--- config.mk ---
export PLATFORM = sky130hd
export DESIGN_NAME = rational_accumulator
export DESIGN_NICKNAME = d
export VERILOG_FILES = /design/src/rtl/ratacc_pkg.sv /design/src/rtl/ratacc_divider.sv /design/src/rtl/rational_accumulator.sv
export SDC_FILE = /design/constraint.sdc
export NUM_CORES = 2
export LEC_CHECK = 0
export BUFFER_PORTS_ARGS = -buffer_cell sky130_fd_sc_hd__clkbuf_2
export CAP_MARGIN = 15
export CORE_MARGIN = 5
export CORE_UTILIZATION = 35
export CTS_CLUSTER_SIZE = 24
export DETAILED_ROUTE_END_ITERATION = 10
export GPL_ROUTABILITY_DRIVEN = 0
export PLACE_DENSITY = 0.49
export SETUP_SLACK_MARGIN = 0.1
export SKIP_CTS_REPAIR_TIMING = 1
export SYNTH_ARGS = -nofsm -noshare
export SYNTH_HDL_FRONTEND = slang
export SYNTH_SLANG_ARGS = --single-unit
export TNS_END_PERCENT = 20
--- constraint.sdc ---
create_clock -name clock -period 11.9 [get_ports clock]
set_input_delay 1.19 -clock clock [delete_from_list [all_inputs] [get_ports clock]]
set_output_delay 1.19 -clock clock [all_outputs]
set_load 0.03 [all_outputs]
--- src/rtl/ratacc_pkg.sv ---
// ----------------------------------------------------------------------------
// ratacc_pkg: shared definitions for the rational accumulator
// Word width default, port width and request codes used across the block.
// ----------------------------------------------------------------------------
package ratacc_pkg;

   localparam int WORD_BITS_DEFAULT = 32;
   localparam int PORT_BITS         = 32;

   typedef logic [2:0] req_kind_type;

   localparam req_kind_type REQ_LOAD = 3'd0;
   localparam req_kind_type REQ_ADD  = 3'd1;
   localparam req_kind_type REQ_INC  = 3'd2;
   localparam req_kind_type REQ_DEC  = 3'd3;
   localparam req_kind_type REQ_CMP  = 3'd4;

endpackage

--- src/rtl/ratacc_divider.sv ---
// ----------------------------------------------------------------------------
// ratacc_divider: shared signed divide unit
// Restoring divider, one quotient bit per cycle. Quotient and remainder follow
// truncating division; the most negative value over minus one wraps.
// ----------------------------------------------------------------------------
module ratacc_divider #(
   parameter int WORD_BITS = ratacc_pkg::WORD_BITS_DEFAULT
) (
   input  logic                 clock,
   input  logic                 reset,
   input  logic                 start,
   input  logic [WORD_BITS-1:0] dividend,
   input  logic [WORD_BITS-1:0] divisor,
   output logic                 done,
   output logic [WORD_BITS-1:0] quotient,
   output logic [WORD_BITS-1:0] remainder
);

   localparam int CntBits = (WORD_BITS > 1) ? $clog2(WORD_BITS) : 1;

   logic                 run_ff, run_in;
   logic                 done_ff, done_in;
   logic [CntBits-1:0]   cnt_ff, cnt_in;
   logic [WORD_BITS-1:0] rem_ff, rem_in;
   logic [WORD_BITS-1:0] quo_ff, quo_in;
   logic [WORD_BITS-1:0] dmag_ff, dmag_in;
   logic                 qneg_ff, qneg_in;
   logic                 rneg_ff, rneg_in;

   logic [WORD_BITS:0]   shifted;
   logic [WORD_BITS:0]   diff;

   assign shifted = {rem_ff, quo_ff[WORD_BITS-1]};
   assign diff    = shifted - {1'b0, dmag_ff};

   always_comb begin
      run_in  = run_ff;
      done_in = 1'b0;
      cnt_in  = cnt_ff;
      rem_in  = rem_ff;
      quo_in  = quo_ff;
      dmag_in = dmag_ff;
      qneg_in = qneg_ff;
      rneg_in = rneg_ff;
      if (start) begin
         run_in  = 1'b1;
         cnt_in  = CntBits'(WORD_BITS - 1);
         rem_in  = '0;
         quo_in  = dividend[WORD_BITS-1] ? (~dividend + 1'b1) : dividend;
         dmag_in = divisor[WORD_BITS-1] ? (~divisor + 1'b1) : divisor;
         qneg_in = dividend[WORD_BITS-1] ^ divisor[WORD_BITS-1];
         rneg_in = dividend[WORD_BITS-1];
      end else if (run_ff) begin
         // A non-negative trial difference means the divisor fits.
         if (!diff[WORD_BITS]) begin
            rem_in = diff[WORD_BITS-1:0];
            quo_in = {quo_ff[WORD_BITS-2:0], 1'b1};
         end else begin
            rem_in = shifted[WORD_BITS-1:0];
            quo_in = {quo_ff[WORD_BITS-2:0], 1'b0};
         end
         if (cnt_ff == '0) begin
            run_in  = 1'b0;
            done_in = 1'b1;
         end else begin
            cnt_in = cnt_ff - 1'b1;
         end
      end
   end

   always_ff @(posedge clock) begin
      if (reset) begin
         run_ff  <= 1'b0;
         done_ff <= 1'b0;
      end else begin
         run_ff  <= run_in;
         done_ff <= done_in;
      end
      cnt_ff  <= cnt_in;
      rem_ff  <= rem_in;
      quo_ff  <= quo_in;
      dmag_ff <= dmag_in;
      qneg_ff <= qneg_in;
      rneg_ff <= rneg_in;
   end

   assign done      = done_ff;
   assign quotient  = qneg_ff ? (~quo_ff + 1'b1) : quo_ff;
   assign remainder = rneg_ff ? (~rem_ff + 1'b1) : rem_ff;

endmodule

--- src/rtl/rational_accumulator.sv ---
// ----------------------------------------------------------------------------
// rational_accumulator: stored rational value with load, add, increment,
// decrement and compare. Keeps one signed numerator/denominator pair reduced by a Euclid GCD.
// ----------------------------------------------------------------------------
// Usage: drive req_type and the operand ports and raise start while busy is
// low; the request transfers on that clock edge and busy is high from then on.
// Exactly one result appears per request: rsp_valid is high for one cycle
// with before and after values and the flags, and busy drops in that cycle.
// The receiver cannot stall the block; results must be taken when shown.
// Steps: increment, compare and unused codes go straight to the finishing
// state. Load and decrement run Euclid remainder steps on the shared
// restoring divider, one quotient bit per cycle, then divide numerator and
// denominator by the GCD; a value of zero over zero skips the divisions.
// Add first forms its three products on the shared multiplier. One request
// is in work at a time, and the next one can transfer at the edge that takes
// the result.
// Reset (synchronous) sets the value to 0/1 and aborts any request in work.
// ----------------------------------------------------------------------------
module rational_accumulator #(
   parameter int WORD_BITS = ratacc_pkg::WORD_BITS_DEFAULT
) (
   input  logic                                     clock,
   input  logic                                     reset,
   input  logic                                     start,
   output logic                                     busy,
   input  logic [2:0]                               req_type,
   input  logic signed [ratacc_pkg::PORT_BITS-1:0]  req_operand_num,
   input  logic signed [ratacc_pkg::PORT_BITS-1:0]  req_operand_den,
   output logic                                     rsp_valid,
   output logic signed [ratacc_pkg::PORT_BITS-1:0]  rsp_before_num,
   output logic signed [ratacc_pkg::PORT_BITS-1:0]  rsp_before_den,
   output logic signed [ratacc_pkg::PORT_BITS-1:0]  rsp_after_num,
   output logic signed [ratacc_pkg::PORT_BITS-1:0]  rsp_after_den,
   output logic                                     rsp_nonzero,
   output logic                                     rsp_equal,
   output logic                                     rsp_div_error
);

   localparam logic [3:0] S_IDLE       = 4'd0;
   localparam logic [3:0] S_MUL_A      = 4'd1;
   localparam logic [3:0] S_MUL_B      = 4'd2;
   localparam logic [3:0] S_MUL_C      = 4'd3;
   localparam logic [3:0] S_MUL_D      = 4'd4;
   localparam logic [3:0] S_GCD_CHECK  = 4'd5;
   localparam logic [3:0] S_GCD_WAIT   = 4'd6;
   localparam logic [3:0] S_DIVN_START = 4'd7;
   localparam logic [3:0] S_DIVN_WAIT  = 4'd8;
   localparam logic [3:0] S_DIVD_START = 4'd9;
   localparam logic [3:0] S_DIVD_WAIT  = 4'd10;
   localparam logic [3:0] S_FINISH     = 4'd11;

   logic [3:0]           state_ff, state_in;
   logic                 rsp_valid_ff, rsp_valid_in;
   logic [WORD_BITS-1:0] num_ff, num_in;
   logic [WORD_BITS-1:0] den_ff, den_in;
   logic [WORD_BITS-1:0] bnum_ff, bnum_in;
   logic [WORD_BITS-1:0] bden_ff, bden_in;
   logic [WORD_BITS-1:0] opn_ff, opn_in;
   logic [WORD_BITS-1:0] opd_ff, opd_in;
   logic [WORD_BITS-1:0] tn_ff, tn_in;
   logic [WORD_BITS-1:0] td_ff, td_in;
   logic [WORD_BITS-1:0] gx_ff, gx_in;
   logic [WORD_BITS-1:0] gy_ff, gy_in;
   logic [WORD_BITS-1:0] prod_ff, prod_in;
   logic                 eq_ff, eq_in;
   logic                 err_ff, err_in;

   logic [WORD_BITS-1:0] req_num;
   logic [WORD_BITS-1:0] req_den;
   logic [WORD_BITS-1:0] mul_a;
   logic [WORD_BITS-1:0] mul_b;
   logic [WORD_BITS-1:0] mul_p;
   logic                 div_start;
   logic [WORD_BITS-1:0] div_dividend;
   logic [WORD_BITS-1:0] div_divisor;
   logic                 div_done;
   logic [WORD_BITS-1:0] div_quot;
   logic [WORD_BITS-1:0] div_rem;

   logic signed [WORD_BITS-1:0] bnum_s;
   logic signed [WORD_BITS-1:0] bden_s;
   logic signed [WORD_BITS-1:0] num_s;
   logic signed [WORD_BITS-1:0] den_s;

   assign req_num = WORD_BITS'(req_operand_num);
   assign req_den = WORD_BITS'(req_operand_den);

   // Shared multiplier; only the low word of each product is kept.
   always_comb begin
      unique case (state_ff)
         S_MUL_A: begin
            mul_a = bnum_ff;
            mul_b = opd_ff;
         end
         S_MUL_B: begin
            mul_a = opn_ff;
            mul_b = bden_ff;
         end
         default: begin
            mul_a = bden_ff;
            mul_b = opd_ff;
         end
      endcase
   end

   assign mul_p = mul_a * mul_b;

   always_comb begin
      unique case (state_ff)
         S_DIVN_START: begin
            div_dividend = tn_ff;
            div_divisor  = gx_ff;
         end
         S_DIVD_START: begin
            div_dividend = td_ff;
            div_divisor  = gx_ff;
         end
         default: begin
            div_dividend = gx_ff;
            div_divisor  = gy_ff;
         end
      endcase
   end

   assign div_start = ((state_ff == S_GCD_CHECK) && (gy_ff != '0)) ||
                      (state_ff == S_DIVN_START) || (state_ff == S_DIVD_START);

   ratacc_divider #(
      .WORD_BITS (WORD_BITS)
   ) u_divider (
      .clock     (clock),
      .reset     (reset),
      .start     (div_start),
      .dividend  (div_dividend),
      .divisor   (div_divisor),
      .done      (div_done),
      .quotient  (div_quot),
      .remainder (div_rem)
   );

   always_comb begin
      state_in     = state_ff;
      rsp_valid_in = 1'b0;
      num_in       = num_ff;
      den_in       = den_ff;
      bnum_in      = bnum_ff;
      bden_in      = bden_ff;
      opn_in       = opn_ff;
      opd_in       = opd_ff;
      tn_in        = tn_ff;
      td_in        = td_ff;
      gx_in        = gx_ff;
      gy_in        = gy_ff;
      prod_in      = prod_ff;
      eq_in        = eq_ff;
      err_in       = err_ff;
      unique case (state_ff)
         S_IDLE: begin
            if (start) begin
               bnum_in = num_ff;
               bden_in = den_ff;
               opn_in  = req_num;
               opd_in  = req_den;
               eq_in   = 1'b0;
               err_in  = 1'b0;
               tn_in   = num_ff;
               td_in   = den_ff;
               state_in = S_FINISH;
               unique case (req_type)
                  ratacc_pkg::REQ_LOAD: begin
                     tn_in    = req_num;
                     td_in    = req_den;
                     gx_in    = req_num;
                     gy_in    = req_den;
                     state_in = S_GCD_CHECK;
                  end
                  ratacc_pkg::REQ_ADD: begin
                     state_in = S_MUL_A;
                  end
                  ratacc_pkg::REQ_INC: begin
                     tn_in = num_ff + den_ff;
                  end
                  ratacc_pkg::REQ_DEC: begin
                     tn_in    = num_ff - den_ff;
                     gx_in    = num_ff - den_ff;
                     gy_in    = den_ff;
                     state_in = S_GCD_CHECK;
                  end
                  ratacc_pkg::REQ_CMP: begin
                     eq_in = (num_ff == req_num) && (den_ff == req_den);
                  end
                  default: begin
                     // Unused codes leave the value as it is.
                  end
               endcase
            end
         end
         S_MUL_A: begin
            prod_in  = mul_p;
            state_in = S_MUL_B;
         end
         S_MUL_B: begin
            tn_in    = prod_ff;
            prod_in  = mul_p;
            state_in = S_MUL_C;
         end
         S_MUL_C: begin
            tn_in    = tn_ff + prod_ff;
            prod_in  = mul_p;
            state_in = S_MUL_D;
         end
         S_MUL_D: begin
            td_in    = prod_ff;
            gx_in    = tn_ff;
            gy_in    = prod_ff;
            state_in = S_GCD_CHECK;
         end
         S_GCD_CHECK: begin
            if (gy_ff == '0) begin
               // A zero GCD only arises when both fields are zero.
               if (gx_ff == '0) begin
                  err_in   = 1'b1;
                  state_in = S_FINISH;
               end else begin
                  state_in = S_DIVN_START;
               end
            end else begin
               state_in = S_GCD_WAIT;
            end
         end
         S_GCD_WAIT: begin
            if (div_done) begin
               gx_in    = gy_ff;
               gy_in    = div_rem;
               state_in = S_GCD_CHECK;
            end
         end
         S_DIVN_START: begin
            state_in = S_DIVN_WAIT;
         end
         S_DIVN_WAIT: begin
            if (div_done) begin
               tn_in    = div_quot;
               state_in = S_DIVD_START;
            end
         end
         S_DIVD_START: begin
            state_in = S_DIVD_WAIT;
         end
         S_DIVD_WAIT: begin
            if (div_done) begin
               td_in    = div_quot;
               state_in = S_FINISH;
            end
         end
         S_FINISH: begin
            num_in       = tn_ff;
            den_in       = td_ff;
            rsp_valid_in = 1'b1;
            state_in     = S_IDLE;
         end
         default: begin
            state_in = S_IDLE;
         end
      endcase
   end

   always_ff @(posedge clock) begin
      if (reset) begin
         state_ff     <= S_IDLE;
         rsp_valid_ff <= 1'b0;
         num_ff       <= '0;
         den_ff       <= WORD_BITS'(1);
      end else begin
         state_ff     <= state_in;
         rsp_valid_ff <= rsp_valid_in;
         num_ff       <= num_in;
         den_ff       <= den_in;
      end
      bnum_ff <= bnum_in;
      bden_ff <= bden_in;
      opn_ff  <= opn_in;
      opd_ff  <= opd_in;
      tn_ff   <= tn_in;
      td_ff   <= td_in;
      gx_ff   <= gx_in;
      gy_ff   <= gy_in;
      prod_ff <= prod_in;
      eq_ff   <= eq_in;
      err_ff  <= err_in;
   end

   assign bnum_s = bnum_ff;
   assign bden_s = bden_ff;
   assign num_s  = num_ff;
   assign den_s  = den_ff;

   assign busy           = (state_ff != S_IDLE);
   assign rsp_valid      = rsp_valid_ff;
   assign rsp_before_num = ratacc_pkg::PORT_BITS'(bnum_s);
   assign rsp_before_den = ratacc_pkg::PORT_BITS'(bden_s);
   assign rsp_after_num  = ratacc_pkg::PORT_BITS'(num_s);
   assign rsp_after_den  = ratacc_pkg::PORT_BITS'(den_s);
   assign rsp_nonzero    = (num_ff != '0);
   assign rsp_equal      = eq_ff;
   assign rsp_div_error  = err_ff;

`ifndef ASSERT_OFF
   a_rsp_ends_work: assert property (@(posedge clock) disable iff (reset)
      rsp_valid |-> !busy)
      else $error("result shown while a request is still in work");

   a_accept_busy: assert property (@(posedge clock) disable iff (reset)
      (start && !busy) |=> busy)
      else $error("accepted request did not raise busy");

   a_error_zero: assert property (@(posedge clock) disable iff (reset)
      (rsp_valid && rsp_div_error) |-> (num_ff == '0) && (den_ff == '0))
      else $error("zero GCD reported for a value that is not zero over zero");

   a_equal_keeps: assert property (@(posedge clock) disable iff (reset)
      (rsp_valid && rsp_equal) |->
         (num_ff == bnum_ff) && (den_ff == bden_ff) && !rsp_div_error)
      else $error("compare changed the stored value");

   a_div_done_wait: assert property (@(posedge clock) disable iff (reset)
      div_done |-> (state_ff == S_GCD_WAIT) || (state_ff == S_DIVN_WAIT) ||
                   (state_ff == S_DIVD_WAIT))
      else $error("divider finished outside a wait state");
`endif

endmodule

==> run metrics <==
Total Wirelength=223000 um; hold path endpoint=u_divider.cnt_ff[4]; first-pass GRT wire length=310000 um; drt first-iter violations=5494; mean area per synthesized cell=9.10 um2; area of the core=132000 um2; Crit path arrival time=10.21 ns; DR vias/cell=5.94; Async S/R FF share, synth=0; sequential share of the synthesized area=0.277; Seq. cell area=12900 um2; Inserted Clock Buffers=58; Min-Delay Startpoint=u_divider.cnt_ff[4]; Die ar.=140000 um2; CP Class=flip-flop to flip-flop; crit share post-route=0.822; Post-DRT Antenna Nets=0; worst r2r dst=prod_ff[31]; Max-Cap Viols=0; CP startpoint kind=flip-flop; initial antenna violation count=15; vias in the first global route=41117; pin count of the biggest net entering global routing=71; commonest cells after routing, fill and taps aside=643 x nand2_1, 528 x inv_1, 499 x nor2_1; synth unique cells=93; final net count=6000; FP Rows=133; RSZ-0062 raised after global routing=false; main flop type after synthesis=edfxtp_1; Final min period=9.78 ns; CP dominant cell by count=fa_1; Slew headroom=0.100; Initial Utilization=0.353; Root Buffer=clkbuf_16; Hold Path Stages=2; clk slew on worst S/H paths=0.06 ns; PortBufs=202; Worst EP required=12.33 ns; final hold violation count=0; number of flops mapped to enable cells by yosys=356; reg2reg start=state_ff[0]; layout cells sized above 1=0.106; register bit total from synthesis=464; post-route DRC violation count=0; status=completed; drt first pass iters=6; fin. max-slew vios=0; final setup vio count=0; post-synth net total=5841; Worst path slowest cell=dfxtp_4; r2r setup slk=2.12 ns; min-delay worst type=flip-flop to flip-flop; Fillers=13377; reg2reg path depth=28; footprint of the multi-input gates=30900 um2; Vias=42029; gr ovfl total=0; chip height=374 um; worst slew pin tran=1.34 ns; Mapped Cells=5106; Die Wd=374 um; P&R area growth vs syn=12.3%; Crit path largest cell delay=0.97 ns; clock buffer depth=3; synth warn=0; most common cell after layout, fill and taps aside=nand2_1; CTS tree=done; All-Layer GR Usage=0.307; CTS H-tree depth=2; critical-path maximum fanout=70; CP Capture Type=flip-flop; io pins=203; DP HPWL=170000 um; Routed WL per cell=31.5 um; Clk Latency, worst-skew pair=0.71 ns; Fmax=102 MHz; Mapped Area=46400 um2; final setup skew=0.0575 ns; Fin Setup TNS=0 ns; number of clock sinks=464
[worst max-delay path: cells and delay by family (launching register included)]
kind	cells	cell delay, ns
buffers and inverters	5	0.93
adders and majority gates	9	4.32
muxes	1	0.53
DFF	1	0.97
and+or+nand+nor	6	1.16
AOI/OAI and AO/OA	6	1.42
xor gates and xnor gates	1	0.14
[layer usage]
metal | GRT usage | part of all wire | up-vias
met4 | 0.164 | 0.065 | 6
met1 | 0.384 | 0.38 | 20925
met2 | 0.477 | 0.44 | 2532
met3 | 0.0928 | 0.11 | 633
met5 | 0 | 0.00080 | -
li1 | - | - | 17933
[worst max path at each step]
stage,cells after the start,end,from
after floorplan,32,prod_ff[31],state_ff[1]
after global placement,29,prod_ff[31],state_ff[2]
after detailed placement,29,prod_ff[31],state_ff[2]
after CTS,29,prod_ff[31],state_ff[2]
after global routing,29,prod_ff[31],state_ff[2]
final,28,prod_ff[31],state_ff[0]
[stage by stage]
stage	util	instances	cell area [um2]	setup slack (ns)	hold slack, ns
4_1_cts	0.396	7070	52100	2.22	0.460
3_5_place_dp	0.380	6960	50000	2.28	0.451
2_1_floorplan	-	5106	46400	3.12	0.434
6_report	0.396	7077	52200	2.12	0.465
5_1_grt	0.396	7070	52100	1.72	0.516
3_3_place_gp	0.380	6959	50000	2.32	0.448
[cells by family after synthesis]
kind of cell / Yosys count / share of synthesized area
adders and majority gates: 665 / 0.246
xor gates and xnor gates: 380 / 0.0721
DFF: 464 / 0.277
muxes: 193 / 0.0422
AOI/OAI and AO/OA: 1116 / 0.158
and+or+nand+nor: 1513 / 0.142
buffers and inverters: 775 / 0.0640
[cell usage after synthesis (43+ instances only)]
library cell,count,area (um2)
a21o_1,66,495
dfxtp_1,108,2160
edfxtp_1,356,10700
nor2_1,509,1910
nand2b_1,45,282
a21oi_1,337,1690
inv_1,529,1990
clkbuf_1,177,664
nand2_1,644,2420
nor3_1,75,375
fa_1,412,8250
o21ai_0,235,1180
xor2_1,164,1440
mux2i_1,170,1700
o221ai_1,80,701
nor4_1,43,269
xnor2_1,214,1870
ha_1,253,3170
[area by class of cell]
cell class / count / area share
Multi-Input combinational cell: 3867 / 0.592
Antenna cell: 7 / 0.000336
Clock buffer: 78 / 0.0314
Clock inverter: 32 / 0.00991
Sequential cell: 464 / 0.247
Inverter: 532 / 0.0383
Tap cell: 1755 / 0.0421
Timing Repair Buffer: 342 / 0.0397
Power is left out: the tool's default activity adds up to more than one toggle a clock period on the data nets, which glitch-free logic cannot reach.
